File: config.mk
export PLATFORM = sky130hd
export DESIGN_NAME = dst_clock_adjuster_unit
export DESIGN_NICKNAME = d
export VERILOG_FILES = /design/src/dca_pkg.sv /design/src/dca_cfg_regs.sv /design/src/dca_rules.sv /design/src/dst_clock_adjuster_unit.sv
export SDC_FILE = /design/constraint.sdc
export NUM_CORES = 1
export LEC_CHECK = 0
export BUFFER_PORTS_ARGS = -buffer_cell sky130_fd_sc_hd__buf_2
export CORE_MARGIN = 2
export CORE_UTILIZATION = 30
export CTS_BUF_LIST = sky130_fd_sc_hd__clkbuf_4
export DETAILED_ROUTE_END_ITERATION = 7
export GPL_TIMING_DRIVEN = 0
export RECOVER_POWER = 25
export SLEW_MARGIN = 20
export SYNTH_ARGS = -nofsm -noshare
export SYNTH_HDL_FRONTEND = slang
export SYNTH_SLANG_ARGS = --single-unit
File: constraint.sdc
create_clock -name clk -period 10.5 [get_ports clk]
set_clock_uncertainty 0.1 [all_clocks]
set_input_delay 0.525 -clock clk [delete_from_list [all_inputs] [get_ports clk]]
set_output_delay 0.525 -clock clk [all_outputs]
set_load 0.03 [all_outputs]
File: src/dca_pkg.sv
// Shared types and constants for the daylight-saving clock adjuster.
// No dependencies; every other file imports this package.
package dca_pkg;

    localparam int APB_ADDR_W = 4;
    localparam int APB_DATA_W = 32;

    // Register word indexes (paddr[3:2])
    localparam logic [1:0] REG_REGION  = 2'd0;
    localparam logic [1:0] REG_ENABLE  = 2'd1;
    localparam logic [1:0] REG_FWD_HR  = 2'd2;

    localparam logic       REGION_EU   = 1'b0;
    localparam logic       REGION_US   = 1'b1;

    localparam logic       OP_TICK     = 1'b0;
    localparam logic       OP_STARTUP  = 1'b1;

    localparam logic [3:0] MONTH_MAR   = 4'd3;
    localparam logic [3:0] MONTH_APR   = 4'd4;
    localparam logic [3:0] MONTH_SEP   = 4'd9;
    localparam logic [3:0] MONTH_OCT   = 4'd10;
    localparam logic [3:0] MONTH_NOV   = 4'd11;

    localparam logic [2:0] SUNDAY      = 3'd7;
    localparam logic [4:0] US_SWITCH_HR = 5'd2;
    localparam logic [4:0] FWD_HR_RESET = 5'd2;
    localparam logic [4:0] HOURS_MAX   = 5'd23;

    typedef struct packed {
        logic       opcode;
        logic [3:0] month_num;
        logic [4:0] day_of_month;
        logic [2:0] day_of_week;
        logic [4:0] hour_in;
        logic [5:0] minute_in;
        logic [5:0] second_in;
        logic       saved_status;
    } in_item_t;

    typedef struct packed {
        logic [4:0] hour_out;
        logic       adjusted;
        logic       summer_flag;
    } out_item_t;

    typedef struct packed {
        logic       region_select;
        logic       feature_enable;
        logic [4:0] forward_hour;
    } cfg_t;

endpackage

File: src/dca_cfg_regs.sv
// APB register file for the daylight-saving clock adjuster.
// Depends on dca_pkg for the register indexes and the cfg_t struct.
module dca_cfg_regs
    import dca_pkg::*;
(
    input  logic                  clk,
    input  logic                  rst_n,
    input  logic                  psel,
    input  logic                  penable,
    input  logic                  pwrite,
    input  logic [APB_ADDR_W-1:0] paddr,
    input  logic [APB_DATA_W-1:0] pwdata,
    output logic [APB_DATA_W-1:0] prdata,
    output logic                  pready,
    output cfg_t                  cfg
);

    cfg_t       cfg_reg;
    logic [1:0] reg_idx;
    logic       wr_en;

    assign pready  = 1'b1;
    assign reg_idx = paddr[3:2];
    assign wr_en   = psel && penable && pwrite;
    assign cfg     = cfg_reg;

    always_ff @(posedge clk or negedge rst_n)
    begin
        if (!rst_n)
        begin
            cfg_reg.region_select  <= REGION_EU;
            cfg_reg.feature_enable <= 1'b0;
            cfg_reg.forward_hour   <= FWD_HR_RESET;
        end
        else if (wr_en)
        begin
            case (reg_idx)
                REG_REGION: cfg_reg.region_select  <= pwdata[0];
                REG_ENABLE: cfg_reg.feature_enable <= pwdata[0];
                REG_FWD_HR: cfg_reg.forward_hour   <= pwdata[4:0];
                default:    ;
            endcase
        end
    end

    always_comb
    begin
        case (reg_idx)
            REG_REGION: prdata = {{(APB_DATA_W-1){1'b0}}, cfg_reg.region_select};
            REG_ENABLE: prdata = {{(APB_DATA_W-1){1'b0}}, cfg_reg.feature_enable};
            REG_FWD_HR: prdata = {{(APB_DATA_W-5){1'b0}}, cfg_reg.forward_hour};
            default:    prdata = '0;
        endcase
    end

endmodule

File: src/dca_rules.sv
// Combinational EU/US summer-time decision and hour correction for one item.
// Depends on dca_pkg for the item, config types and calendar constants.
module dca_rules
    import dca_pkg::*;
(
    input  in_item_t  item,
    input  cfg_t      cfg,
    input  logic      summer_cur,
    output out_item_t result,
    output logic      summer_next
);

    logic       sunday;
    logic       flag_base;
    logic       eu_last;
    logic       us_mar_wk2;
    logic       us_nov_wk1;
    logic [5:0] fh_p1;
    logic [5:0] hr6;
    logic [5:0] dom6;
    logic [2:0] dow_mod7;
    logic [5:0] eu_span;
    logic [5:0] dow_p8;
    logic [5:0] dow_p1;
    logic       in_summer;
    logic       fwd;
    logic       back;
    logic       tick_edge;
    logic [5:0] hr_inc;
    logic [4:0] hr_dec;

    assign sunday     = (item.day_of_week == SUNDAY);
    assign hr6        = {1'b0, item.hour_in};
    assign dom6       = {1'b0, item.day_of_month};
    assign fh_p1      = {1'b0, cfg.forward_hour} + 6'd1;
    assign eu_last    = (item.day_of_month >= 5'd25);
    assign us_mar_wk2 = (item.day_of_month >= 5'd8) && (item.day_of_month <= 5'd14);
    assign us_nov_wk1 = (item.day_of_month <= 5'd7);
    assign dow_mod7   = sunday ? 3'd0 : item.day_of_week;
    // 31 - dom + (dow mod 7): days from here to month end, shifted by weekday
    assign eu_span    = {1'b0, 5'd31 - item.day_of_month} + {3'b0, dow_mod7};
    assign dow_p8     = {3'b0, item.day_of_week} + 6'd8;
    assign dow_p1     = {3'b0, item.day_of_week} + 6'd1;

    // Startup loads the saved flag before the season check
    assign flag_base  = (item.opcode == OP_STARTUP) ? item.saved_status : summer_cur;

    always_comb
    begin
        in_summer = 1'b0;
        if (cfg.region_select == REGION_EU)
        begin
            if (item.month_num >= MONTH_APR && item.month_num <= MONTH_SEP)
                in_summer = 1'b1;
            else if (item.month_num == MONTH_MAR)
            begin
                if (sunday && eu_last)
                    in_summer = (item.hour_in >= cfg.forward_hour);
                else
                    in_summer = (eu_span < 6'd7);
            end
            else if (item.month_num == MONTH_OCT)
            begin
                // Fall-back day: the repeated hour counts as summer if flagged
                if (sunday && eu_last)
                    in_summer = flag_base ? (hr6 <= fh_p1)
                                          : (item.hour_in <= cfg.forward_hour);
                else
                    in_summer = !(eu_span < 6'd7);
            end
        end
        else
        begin
            if (item.month_num >= MONTH_APR && item.month_num <= MONTH_OCT)
                in_summer = 1'b1;
            else if (item.month_num == MONTH_MAR)
            begin
                if (sunday && us_mar_wk2)
                    in_summer = (item.hour_in >= US_SWITCH_HR);
                else
                    in_summer = (dom6 >= dow_p8);
            end
            else if (item.month_num == MONTH_NOV)
            begin
                if (sunday && us_nov_wk1)
                    in_summer = flag_base ? (item.hour_in <= US_SWITCH_HR + 5'd1)
                                          : (item.hour_in <= US_SWITCH_HR);
                else
                    in_summer = !(dom6 >= dow_p1);
            end
        end
    end

    assign tick_edge = cfg.feature_enable && sunday
                    && (item.minute_in == 6'd0) && (item.second_in == 6'd0);

    always_comb
    begin
        fwd  = 1'b0;
        back = 1'b0;
        if (item.opcode == OP_STARTUP)
        begin
            if (cfg.feature_enable)
            begin
                fwd  = in_summer && !flag_base;
                back = !in_summer && flag_base;
            end
        end
        else if (tick_edge)
        begin
            if (cfg.region_select == REGION_EU)
            begin
                if (!flag_base)
                    fwd  = (item.month_num == MONTH_MAR) && eu_last
                        && (item.hour_in == cfg.forward_hour);
                else
                    back = (item.month_num == MONTH_OCT) && eu_last && (hr6 == fh_p1);
            end
            else
            begin
                if (!flag_base)
                    fwd  = (item.month_num == MONTH_MAR) && us_mar_wk2
                        && (item.hour_in == US_SWITCH_HR);
                else
                    back = (item.month_num == MONTH_NOV) && us_nov_wk1
                        && (item.hour_in == US_SWITCH_HR);
            end
        end
    end

    // Wrap modulo 24; hour_in may be out of range, so reduce once
    assign hr_inc = (hr6 + 6'd1 >= 6'd24) ? hr6 + 6'd1 - 6'd24 : hr6 + 6'd1;

    always_comb
    begin
        if (item.hour_in == 5'd0)
            hr_dec = HOURS_MAX;
        else if (item.hour_in - 5'd1 >= 5'd24)
            hr_dec = item.hour_in - 5'd25;
        else
            hr_dec = item.hour_in - 5'd1;
    end

    always_comb
    begin
        summer_next = flag_base;
        result.hour_out = item.hour_in;
        if (fwd)
        begin
            summer_next     = 1'b1;
            result.hour_out = hr_inc[4:0];
        end
        else if (back)
        begin
            summer_next     = 1'b0;
            result.hour_out = hr_dec;
        end
        result.adjusted    = fwd || back;
        result.summer_flag = summer_next;
    end

endmodule

File: src/dst_clock_adjuster_unit.sv
// Daylight-saving clock adjuster: one timestamp in, one corrected hour out per transfer.
// Each item is held in the input register and is then decided by the rule logic into the
// result register, so the block sustains one item per clock while the output is not
// stalled; a result is offered on the output once it is in the result register. A stalled
// result holds the input register, and then in_ready drops. The summer flag advances as each
// item leaves the input register, so back-to-back items see the flag left by the one before.
// Registers: 0x0 region (0 EU, 1 US), 0x4 enable, 0x8 EU forward hour; write them only
// while idle. Depends on dca_pkg, dca_cfg_regs and dca_rules.
module dst_clock_adjuster_unit
    import dca_pkg::*;
(
    input  logic                  clk,
    input  logic                  rst_n,
    input  logic                  in_valid,
    output logic                  in_ready,
    input  in_item_t              in_data,
    output logic                  out_valid,
    input  logic                  out_ready,
    output out_item_t             out_data,
    input  logic                  psel,
    input  logic                  penable,
    input  logic                  pwrite,
    input  logic [APB_ADDR_W-1:0] paddr,
    input  logic [APB_DATA_W-1:0] pwdata,
    output logic [APB_DATA_W-1:0] prdata,
    output logic                  pready
);

    cfg_t      cfg;
    in_item_t  item_reg;
    logic      item_vld_reg;
    out_item_t res_reg;
    logic      res_vld_reg;
    logic      summer_reg;
    out_item_t res_next;
    logic      summer_next;
    logic      advance;

    dca_cfg_regs u_cfg (
        .clk     (clk),
        .rst_n   (rst_n),
        .psel    (psel),
        .penable (penable),
        .pwrite  (pwrite),
        .paddr   (paddr),
        .pwdata  (pwdata),
        .prdata  (prdata),
        .pready  (pready),
        .cfg     (cfg)
    );

    dca_rules u_rules (
        .item        (item_reg),
        .cfg         (cfg),
        .summer_cur  (summer_reg),
        .result      (res_next),
        .summer_next (summer_next)
    );

    // Move the held item into the result register when that slot frees up
    assign advance   = item_vld_reg && (!res_vld_reg || out_ready);
    assign in_ready  = !item_vld_reg || advance;
    assign out_valid = res_vld_reg;
    assign out_data  = res_reg;

    always_ff @(posedge clk or negedge rst_n)
    begin
        if (!rst_n)
        begin
            item_vld_reg <= 1'b0;
            res_vld_reg  <= 1'b0;
            summer_reg   <= 1'b0;
        end
        else
        begin
            if (in_ready)
                item_vld_reg <= in_valid;
            if (advance)
            begin
                res_vld_reg <= 1'b1;
                summer_reg  <= summer_next;
            end
            else if (out_ready)
                res_vld_reg <= 1'b0;
        end
    end

    always_ff @(posedge clk)
    begin
        if (in_valid && in_ready)
            item_reg <= in_data;
        if (advance)
            res_reg <= res_next;
    end

endmodule
==> flow_summary.yaml, run 1 <==
routing:
  ant_nets: 0
  vias: 2417
  route.detailed.drc: 0
  vias_per_cell: 4.509
  dr.pass1.iters: 4
  drt-total-wl_mm: 6.288
  drt_iter0_drc: 71
  wl_per_cell_um: 11.73
job:
  drv_cap: 0
critical_path:
  startpoint: "item_reg[18]$_DFFE_PP_"
  crit_path_end_kind: "flop"
  crit_type: "reg -> reg"
  worst-endpoint-arrival_ns: 3.75
  r2r_setup_slack_ns: 6.79
  worstReg2RegEnd: "out_data[2]$_DFFE_PP_"
  r2r_cells: 13
  worstPathRequired_ns: 10.53
  crit_path_start_kind: "flop"
  regToRegStartpoint: "item_reg[18]$_DFFE_PP_"
  crit_fanout: 10
logic_synthesis:
  async_flop_share_pct: 20.83
  synth_top_family_by_area: "simple AND/OR/NAND/NOR gates"
  avgSynthCellArea_um2: 10.37
  synth_top_area_share_pct: 35.83
  synth_mux_area_share_pct: 1.925
  synth_commonest_cells: "edfxtp_1 (38), buf_4 (28), ha_1 (28), inv_1 (26), nand2_1 (20)"
  synthAdderAreaFrac_pct: 11.63
  syn_inst: 307
  synth-seq-cells: 48
  ys.flop_type: "edfxtp_1"
  synth.distinct_cells: 57
  yosysWarnings: 0
  ys_top_cells_by_area: "edfxtp_1 (36%), ha_1 (11%), dfrtp_1 (7.1%)"
  synth_compound_area_share_pct: 13.56
  synth_xor_xnor_area_share_pct: 1.650
  synth_edf_count: 38
  netlist_area_um2: 3184
  yosysTopAreaCell: "edfxtp_1"
  yosysSeqAreaShare_pct: 43.73
  synth_most_common_cell: "edfxtp_1"
  yosys.area_share.simple_pct: 16.58
power:
  pwr_density_cell_nw_per_um2: 132.3
  power_frac_comb_pct: 29.3
  pwr-share-clk_pct: 22.4
  switchingPower_w: 0.0001670
  vdd_drop_max_mv: 0.06002
  p_sw_share_pct: 32.89
  leakagePower_nw: 1.709
  p_int_w: 0.0003408
  pwr-share-seq_pct: 48.3
clock_network:
  clkSinkCount: 48
  ctsResizeCount: 0
  clkTransAtPathRegs_ns: 0.15
  root_buffer: "clkbuf_4"
  cts_buffers: 5
  holdBufCountCts: 1
  clk-insertion-delay-late_ns: 0.36
  htreeDepth: 2
  post-cts-setup-buffers: 0
  cts_tree: "yes"
  clockBufferDepth: 2
global_route:
  track_usage_pct: 11.52
  grt_pass1_wl_mm: 10.70
  antenna_found_initial: 0
  grt_pass1_vias: 2323
  grt_overflow: 0
  grt_max_degree: 32
sta:
  slew_violations: 0
  worst_pin_slew_ns: 0.9050
  rsz0062_at_grt: "false"
  worst_slack_ns: 6.789
  max_freq_ghz: 0.2694
  tns_ns: 0
  period_minus_slack_ns: 3.711
  setup_violations: 0
  hold_viol_final: 0
  slew_headroom_pct: 39.53
  whs_ns: 0.2264
  period_share_pct: 35.35
finish:
  layout-drive-gt1-share_pct: 28.00
  fin_util_pct: 37.17
  largest_reg_flops: 31
  n_antenna_cell: 0
  final_nets: 502
  area_growth_pct: 20.51
  fin_area_um2: 3837
  fillers: 1061
floorplanning:
  io_pins: 116
  die_w_um: 107.0
  die_y_um: 107.0
  core_area_um2: 10320
  start_util_pct: 30.84
  die_area_um2: 11450
  row_count: 37
placement:
  portBuffers: 58
  dpl_cell_area_um2: 3744
  post-place-ws_ns: 6.787
  globalplace.congestion: 0.8153
  place.detailed.hpwl_mm: 5.074
worst_hold_path:
  hp-start: "in_data[19]"
  min_path_type: "in -> reg"
  hold_path_end: "item_reg[19]$_DFFE_PP_"
  min_path_cells: 1
outcome:
  outcome: "completed"
-- placed cells by master, fill, tap and decap left out, types with 3 or more instances in the layout --
| cell | instances |
|---|---|
| a211oi_1 | 3 |
| a21oi_1 | 12 |
| a31oi_1 | 6 |
| and2_1 | 7 |
| and3_1 | 5 |
| buf_2 | 60 |
| buf_4 | 28 |
| clkbuf_1 | 3 |
| clkbuf_4 | 5 |
| conb_1 | 28 |
| dfrtp_1 | 9 |
| edfxtp_1 | 38 |
| ha_1 | 28 |
| inv_1 | 26 |
| nand2_1 | 20 |
| nand2b_1 | 5 |
| nand3_1 | 11 |
| nand4_1 | 3 |
| nor2_1 | 11 |
| nor2b_1 | 6 |
| nor3_1 | 7 |
| nor3b_1 | 4 |
| nor4_1 | 4 |
| o21ai_0 | 16 |
| o21ai_1 | 6 |
| o22ai_1 | 3 |
| xnor2_1 | 4 |
-- worst max-delay path by stage --
stage,end,depth (start not counted)
finish,out_data[2]$_DFFE_PP_,13
CTS,out_data[2]$_DFFE_PP_,13
detailed placement,out_data[2]$_DFFE_PP_,13
global route,out_data[5]$_DFFE_PP_,12
floorplan,out_data[2]$_DFFE_PP_,13
global placement,out_data[2]$_DFFE_PP_,13
-- power by group through the flow --
stage | registers, W | logic [W] | clock network (W)
detailed placement | 0.000250 | 0.000149 | 0
global placement | 0.000250 | 0.000146 | 0
floorplan | 0.000251 | 0.000109 | 0
CTS | 0.000246 | 0.000150 | 0.000119
global route | 0.000248 | 0.000171 | 0.000128
finish | 0.000245 | 0.000149 | 0.000114
-- per-layer routing --
layer / up-vias / GRT usage [%] / part of all wire [%]
li1: 1236 / - / -
met1: 1115 / 14.45 / 45
met2: 64 / 20.52 / 50
met3: 2 / 2.249 / 4.8
met4: 0 / 2.319 / 0.33
met5: - / 0 / 0
-- cell type report --
cell class	count	area, um2	area share, %
flip-flops and latches	48	1393	36.29
well taps	136	170.2	4.434
clock buffers	5	37.54	0.9782
plain buffers	34	242.7	6.325
clock inverters	3	46.29	1.206
inverters	26	97.59	2.543
repair buffers	59	300.3	7.825
multi-input cells	225	1550	40.40
-- stage by stage --
stage	instances	power, W
final	536	0.0005078
after global routing	536	0.0005468
after CTS	536	0.0005149
after detailed placement	527	0.0003991
after global placement	527	0.0003955
after floorplan	333	0.0003599
-- critical path, stage by stage (launching register included) --
cell,delay [ns]
edfxtp_1,0.43
ha_1,0.19
ha_1,0.30
nor2_1,0.07
ha_1,0.21
fa_1,0.41
or4_4,0.54
a221oi_2,0.28
a31oi_1,0.09
a31o_4,0.29
a31oi_4,0.17
buf_6,0.15
a21oi_1,0.06
a31o_1,0.19
-- logic make-up (layout without fill, tap and decap cells) --
logic type	count (synthesis)	in the layout
flops	48	48
other cells	2	28
xor+xnor	6	6
compound gates	62	62
fa+ha+maj	29	29
buf+inv	60	127
mux	5	5
simple gates	95	95
No activity file was read; power rests on OpenSTA's default activity.
==> inputs of run 2 (changes only) <==
clock period = 3.9 ns   (was 10.5 ns; I/O delays follow)
==> flow_summary.yaml, run 2 (synthesis gave the netlist of run 1 again) <==
floorplanning:
  die_w_um: 107.0
  die_area_um2: 11450
  die_y_um: 107.0
  io_pins: 116
  core_area_um2: 10320
  row_count: 37
  start_util_pct: 30.84
critical_path:
  r2r_cells: 13
  worst-endpoint-arrival_ns: 3.70
  crit_path_end_kind: "flop"
  regToRegStartpoint: "item_reg[18]$_DFFE_PP_"
  crit_path_start_kind: "flop"
  worstPathRequired_ns: 3.93
  r2r_setup_slack_ns: 0.23
  worstReg2RegEnd: "out_data[2]$_DFFE_PP_"
  crit_type: "reg -> reg"
  crit_fanout: 10
power:
  p_sw_share_pct: 32.54
  total_power_w: 0.001397
  pwr-share-seq_pct: 47.2
  switchingPower_w: 0.0004544
  p_int_w: 0.0009421
  pwr_density_cell_nw_per_um2: 331.0
  pwr-share-clk_pct: 21.9
  leakagePower_nw: 1.863
  power_frac_comb_pct: 30.8
  vdd_drop_max_mv: 0.1264
clock_network:
  root_buffer: "clkbuf_4"
  cts_tree: "yes"
  clkSinkCount: 48
  cts_buffers: 5
  htreeDepth: 2
  clockBufferDepth: 2
  post-cts-setup-buffers: 0
  clkTransAtPathRegs_ns: 0.15
  clk-insertion-delay-late_ns: 0.36
routing:
  top_layer_used: "met4"
  wl_met3_um: 290
  drt-total-wl_mm: 6.654
  wl_met2_mm: 3.430
  wirelength_met1_mm: 2.895
  route.detailed.drc: 0
  drt_iter0_drc: 93
  vias_per_cell: 4.465
  ant_nets: 0
  dr.pass1.iters: 4
  vias: 2563
  wl_per_cell_um: 11.59
global_route:
  track_usage_pct: 12.19
  grt_pass1_vias: 2557
  antenna_found_initial: 0
  grt_overflow: 0
  grt_max_degree: 32
  grt_pass1_wl_mm: 11.36
sta:
  slew_headroom_pct: 37.96
  setup_violations: 0
  hold_viol_final: 0
  slew_violations: 0
  tns_ns: 0
  rsz0062_at_grt: "false"
  max_freq_ghz: 0.2724
  period_share_pct: 94.14
  period_minus_slack_ns: 3.671
  whs_ns: 0.09231
  worst_pin_slew_ns: 0.9286
finish:
  fillers: 1029
  final_cell_mix: "buf_2 (59), dlygate4sd3_1 (39), edfxtp_1 (38)"
  area_growth_pct: 32.50
  regArea_um2: 1393
  final_nets: 540
  n_antenna_cell: 0
  fin_area_um2: 4219
  layout_commonest_cell: "buf_2"
  multi_input_area_um2: 1553
  largest_reg_flops: 31
  layout-drive-gt1-share_pct: 25.57
placement:
  portBuffers: 58
  dpl_cell_area_um2: 3744
  place.detailed.hpwl_mm: 5.074
  globalplace.congestion: 0.8153
worst_hold_path:
  min_path_cells: 3
  hold_path_end: "u_cfg.cfg[5]$_DFFE_PN0P_"
  min_path_type: "in -> reg"
  hp-start: "paddr[2]"
outcome:
  outcome: "completed"
job:
  drv_cap: 0
run 2: cell types whose count changed in the layout (fill, tap and decap cells not counted), sizes merged:
cell	previous run	this run
clkbuf	8	9
dlygate4sd3	1	39
buf	89	88
run 2: stage by stage:
step | std cells | setup WS (ns) | utilization, %
3_5_place_dp | 527 | 0.1866 | 36.26
4_1_cts | 574 | 0.1642 | 40.86
3_3_place_gp | 527 | 0.1940 | 36.25
2_1_floorplan | 333 | 0.4672 | -
5_1_grt | 574 | 0.04367 | 40.87
6_report | 574 | 0.2287 | 40.87
run 2: what timing repair did:
| action | CTS | global route |
|---|---|---|
| endpoints found under the hold margin | 50 | 0 |
| endpoints found under the setup margin | 0 | 3 |
| hold buffers | 39 | 0 |
| gates resized for setup | 0 | 1 |
run 2: power groups by stage:
stage | logic [W] | registers [W] | clock network (W)
2_1_floorplan | 0.000294 | 0.000675 | 0
3_3_place_gp | 0.000392 | 0.000673 | 0
3_5_place_dp | 0.000402 | 0.000673 | 0
4_1_cts | 0.000433 | 0.000662 | 0.000320
5_1_grt | 0.000492 | 0.000667 | 0.000342
6_report | 0.000431 | 0.000660 | 0.000306
run 2: worst max-delay path by stage:
stage	start	endpoint	slack, ns
after floorplan	item_reg[18]$_DFFE_PP_	out_data[2]$_DFFE_PP_	0.47
after global placement	item_reg[18]$_DFFE_PP_	out_data[2]$_DFFE_PP_	0.19
after detailed placement	item_reg[18]$_DFFE_PP_	out_data[2]$_DFFE_PP_	0.19
after CTS	item_reg[18]$_DFFE_PP_	out_data[2]$_DFFE_PP_	0.16
after global routing	item_reg[18]$_DFFE_PP_	out_data[5]$_DFFE_PP_	0.04
final	item_reg[18]$_DFFE_PP_	out_data[2]$_DFFE_PP_	0.23
run 2: area by class of cell:
| cell class | count | share of cell area (%) |
|---|---|---|
| Clock inverter | 3 | 1.097 |
| Sequential cell | 48 | 33.01 |
| Timing Repair Buffer | 97 | 16.10 |
| Clock buffer | 5 | 0.8897 |
| Buffer | 34 | 5.753 |
| Multi-Input combinational cell | 225 | 36.80 |
| Inverter | 26 | 2.313 |
| Tap cell | 136 | 4.033 |
run 2: layer usage:
metal  global-route usage [%]  vias to the layer above
met3                    2.310                        6
met2                    22.88                       66
met1                    14.41                     1178
li1                         -                     1313
met5                        0                        -
met4                    2.319                        0
run 2: worst max-delay path: stages, from the launching register on:
cell and delay, ns:
edfxtp_1 0.43, ha_1 0.19, ha_2 0.27, nor2_1 0.06, ha_1 0.20, fa_1 0.41
or4_4 0.55, a221oi_2 0.28, a31oi_1 0.09, a31o_4 0.29, a31oi_4 0.17, buf_6 0.15
a21oi_1 0.06, a31o_1 0.19
